**src/rtl/lph_ram.sv**
```systemverilog
`timescale 1ns / 1ps
`default_nettype none

module lph_ram #(
    parameter int WIDTH = 8,
    parameter int DEPTH = 16
) (
    input  wire logic                     clk,
    input  wire logic                     we,
    input  wire logic [$clog2(DEPTH)-1:0] waddr,
    input  wire logic [WIDTH-1:0]         wdata,
    input  wire logic                     re,
    input  wire logic [$clog2(DEPTH)-1:0] raddr,
    output logic      [WIDTH-1:0]         rdata
);

    logic [WIDTH-1:0] mem [DEPTH];

    always_ff @(posedge clk)
    begin
        if (we)
        begin
            mem[waddr] <= wdata;
        end
        if (re)
        begin
            rdata <= mem[raddr];
        end
    end

endmodule

`default_nettype wire

```
**config.mk**
```make
export PLATFORM = sky130hd
export DESIGN_NAME = lph_ram
export DESIGN_NICKNAME = d
export VERILOG_FILES = /design/src/rtl/lph_ram.sv
export SDC_FILE = /design/constraint.sdc
export NUM_CORES = 1
export LEC_CHECK = 0
export ABC_AREA = 1
export BUFFER_PORTS_ARGS = -buffer_cell sky130_fd_sc_hd__clkbuf_2
export CAP_MARGIN = 20
export CORE_MARGIN = 2
export CORE_UTILIZATION = 55
export CTS_BUF_LIST = sky130_fd_sc_hd__clkbuf_16
export DETAILED_ROUTE_END_ITERATION = 10
export MAX_ROUTING_LAYER = met4
export PLACE_DENSITY = 0.82
export SLEW_MARGIN = 10
export SYNTH_ARGS = -nofsm -noshare
export SYNTH_HDL_FRONTEND = slang
export SYNTH_SLANG_ARGS = --single-unit
```
**constraint.sdc**
```tcl
create_clock -name clk -period 1.46 [get_ports clk]
set_input_delay 0.219 -clock clk [delete_from_list [all_inputs] [get_ports clk]]
set_output_delay 0.219 -clock clk [all_outputs]
set_load 0.005 [all_outputs]
```
==> results_dict.tcl <==
set metrics [dict create \
    status "completed" \
    die_y_um 107 \
    diodes 0 \
    clock_latency_ns 0.42 \
    grt_pass1_vias 4041 \
    postRouteAntennaNets 0 \
    final.period_utilization_pct 82.1 \
    portBuffers 26 \
    drc_errors 0 \
    finalMaxSlewViolations 0 \
    p_clk_share_pct 46.3 \
    final_common_cell "nand2_1" \
    finalSetupTns_ns 0 \
    r2r_setup_slack_ns 0.31 \
    cp_slowest_cell "edfxtp_1" \
    die-area_um2 11500 \
    critical_path_arrival_ns 0.98 \
    holdPathEnd "rdata[0]$_DFFE_PP_" \
    most-common-layout-cells "nand2_1, edfxtp_1, inv_1" \
    cts_setup_buffers 0 \
    crit_family "flip-flops" \
    tightest_slew_ns 0.585 \
    dr.pass1.iters 5 \
    setup_viol 0 \
    dp_slack_ns 0.0615 \
    yosysWarnings 0 \
    leakage_nw 2.97 \
    drive_above_1_share_pct 14.1 \
    worst-path-buf-inv 1 \
    rsz0062_at_grt "no" \
    path_max_fanout 1 \
    p_total_mw 9.26 \
    synthesis.area_um2 5850 \
    grt_pass1_wl_um 20500 \
    post_cts_resized 0 \
    worstSetupPathType "reg -> out" \
    crit_cells 1 \
    peakVddDrop_mv 0.857 \
    ios 27 \
    netSwitchingPower_mw 2.01 \
    min_path_type "in -> reg" \
    dp_hpwl_um 8320 \
    synth.avg_cell_area_um2 10.6 \
    cts_max_level 4 \
    grt_use_total_pct 25.1 \
    yosysSeqAreaShare_pct 69.8 \
    clockRootBuffer "clkbuf_16" \
    cp-start-kind "flop" \
    core_area_um2 10300 \
    wl_per_cell_um 17.2 \
    reg2reg_depth 6 \
    routed_wl_um 12900 \
    fin_ws_ns 0.261 \
    ys_ff_latch 136 \
    syn2layout_area_growth_pct 16.4 \
    cell_internal_pwr_mw 7.25 \
    ctsHoldBuffers 0 \
    num_rows 37 \
    cts_tree "done" \
    synth_cell_types 11 \
    grt.overflow.total 0 \
    critPathMaxStageDelay_ns 0.43 \
    drt-initial-drc-count 415 \
    syn_inst 551 \
    fill_cells 728 \
    cts_buffers 17 \
    endpoint_kind "output port" \
    gp_congestion 0.901 \
    p_comb_share_pct 5.8 \
    fin_crit_ns 1.20 \
    clockBufferDepth 2 \
    die_width_um 107 \
    vias 4036 \
    fmax_mhz 834 \
    via_per_inst 5.40 \
    fin_nets 618 \
    rr_startpoint "mem[11][4]$_DFFE_PP_" \
    pwr-share-seq_pct 47.9 \
    maxCapViolations 0 \
    antenna_found_initial 0 \
    hold_depth 1 \
    start_util_pct 56.6 \
    clock_sinks 136 \
    p_sw_share_pct 21.7 \
    clkTransAtPathRegs_ns 0.06 \
    crit_required_ns 1.24 \
    finalHoldViolations 0 \
    grt_max_degree 33 \
    syn_nets 570 \
    path_cells "clkbuf_2" \
    relSlewSlack_pct 60.9 \
    r2r-end "rdata[4]$_DFFE_PP_" \
    cellPowerDensity_nw_per_um2 1360 \
    worstHoldStart "re" \
    fin_worst_skew_ns 0.00962 \
]
state kept, by name (all words and copies together) (netlist names):
name / count
mem: 128
rdata: 8
cells by family (layout without fill, tap and decap cells):
group,count (synthesis),in the layout,share of synthesized area (%)
buffers and inverters,126,187,9.39
and+or+nand+nor,289,289,20.8
DFF,136,136,69.8
synthesized netlist by cell type:
library cell  instances  area, um^2
buf_4                 4        30.0
inv_1               100         375
buf_6                 6        67.6
nand2_1             173         649
nor2_1               17        63.8
nand3b_1              2        15.0
buf_1                 1        3.75
nand3_1              97         485
buf_2                13        65.1
inv_2                 2        7.51
edfxtp_1            136        4080
layer usage:
layer	vias up	track usage, %	routed length [um]
met2	192	40.6	6540
met4	0	10.6	276
met3	30	4.74	1020
met5	-	-	0
met1	1933	31.3	5010
li1	1881	-	-
power groups by stage:
stage | sequential [mW] | combinational, mW | clock (mW)
after floorplan | 4.50 | 0.308 | 0
after global placement | 4.51 | 0.509 | 0
after detailed placement | 4.51 | 0.525 | 0
after CTS | 4.43 | 0.532 | 4.33
after global routing | 4.43 | 0.594 | 4.50
final | 4.43 | 0.537 | 4.29
worst max-delay path by stage:
stage	from	end	slack, ns
global route	mem[12][3]$_DFFE_PP_	rdata[3]$_DFFE_PP_	0.24
floorplan	waddr[2]	mem[10][0]$_DFFE_PP_	0.29
finish	rdata[3]$_DFFE_PP_	rdata[3]	0.26
CTS	rdata[3]$_DFFE_PP_	rdata[3]	0.26
detailed placement	raddr[0]	rdata[3]$_DFFE_PP_	0.06
global placement	raddr[0]	rdata[3]$_DFFE_PP_	0.07
through the flow:
step | hold WS [ns] | cell area (um^2) | std cells | util, %
after floorplan | 0.318 | 5850 | 551 | -
after global placement | 0.602 | 6210 | 716 | 60.1
final | 0.214 | 6810 | 748 | 65.9
after CTS | 0.196 | 6810 | 748 | 65.9
after detailed placement | 0.621 | 6210 | 716 | 60.1
after global routing | 0.205 | 6810 | 748 | 65.9
area by class of cell:
type | instances | area, um^2 | share of cell area, %
Multi-Input combinational cell | 289 | 1210 | 17.8
Tap cell | 136 | 170 | 2.50
Sequential cell | 136 | 4080 | 60.0
Timing Repair Buffer | 53 | 358 | 5.26
Clock inverter | 15 | 174 | 2.55
Clock buffer | 17 | 425 | 6.25
Inverter | 102 | 383 | 5.62
Power figures use the tool's default switching activity.
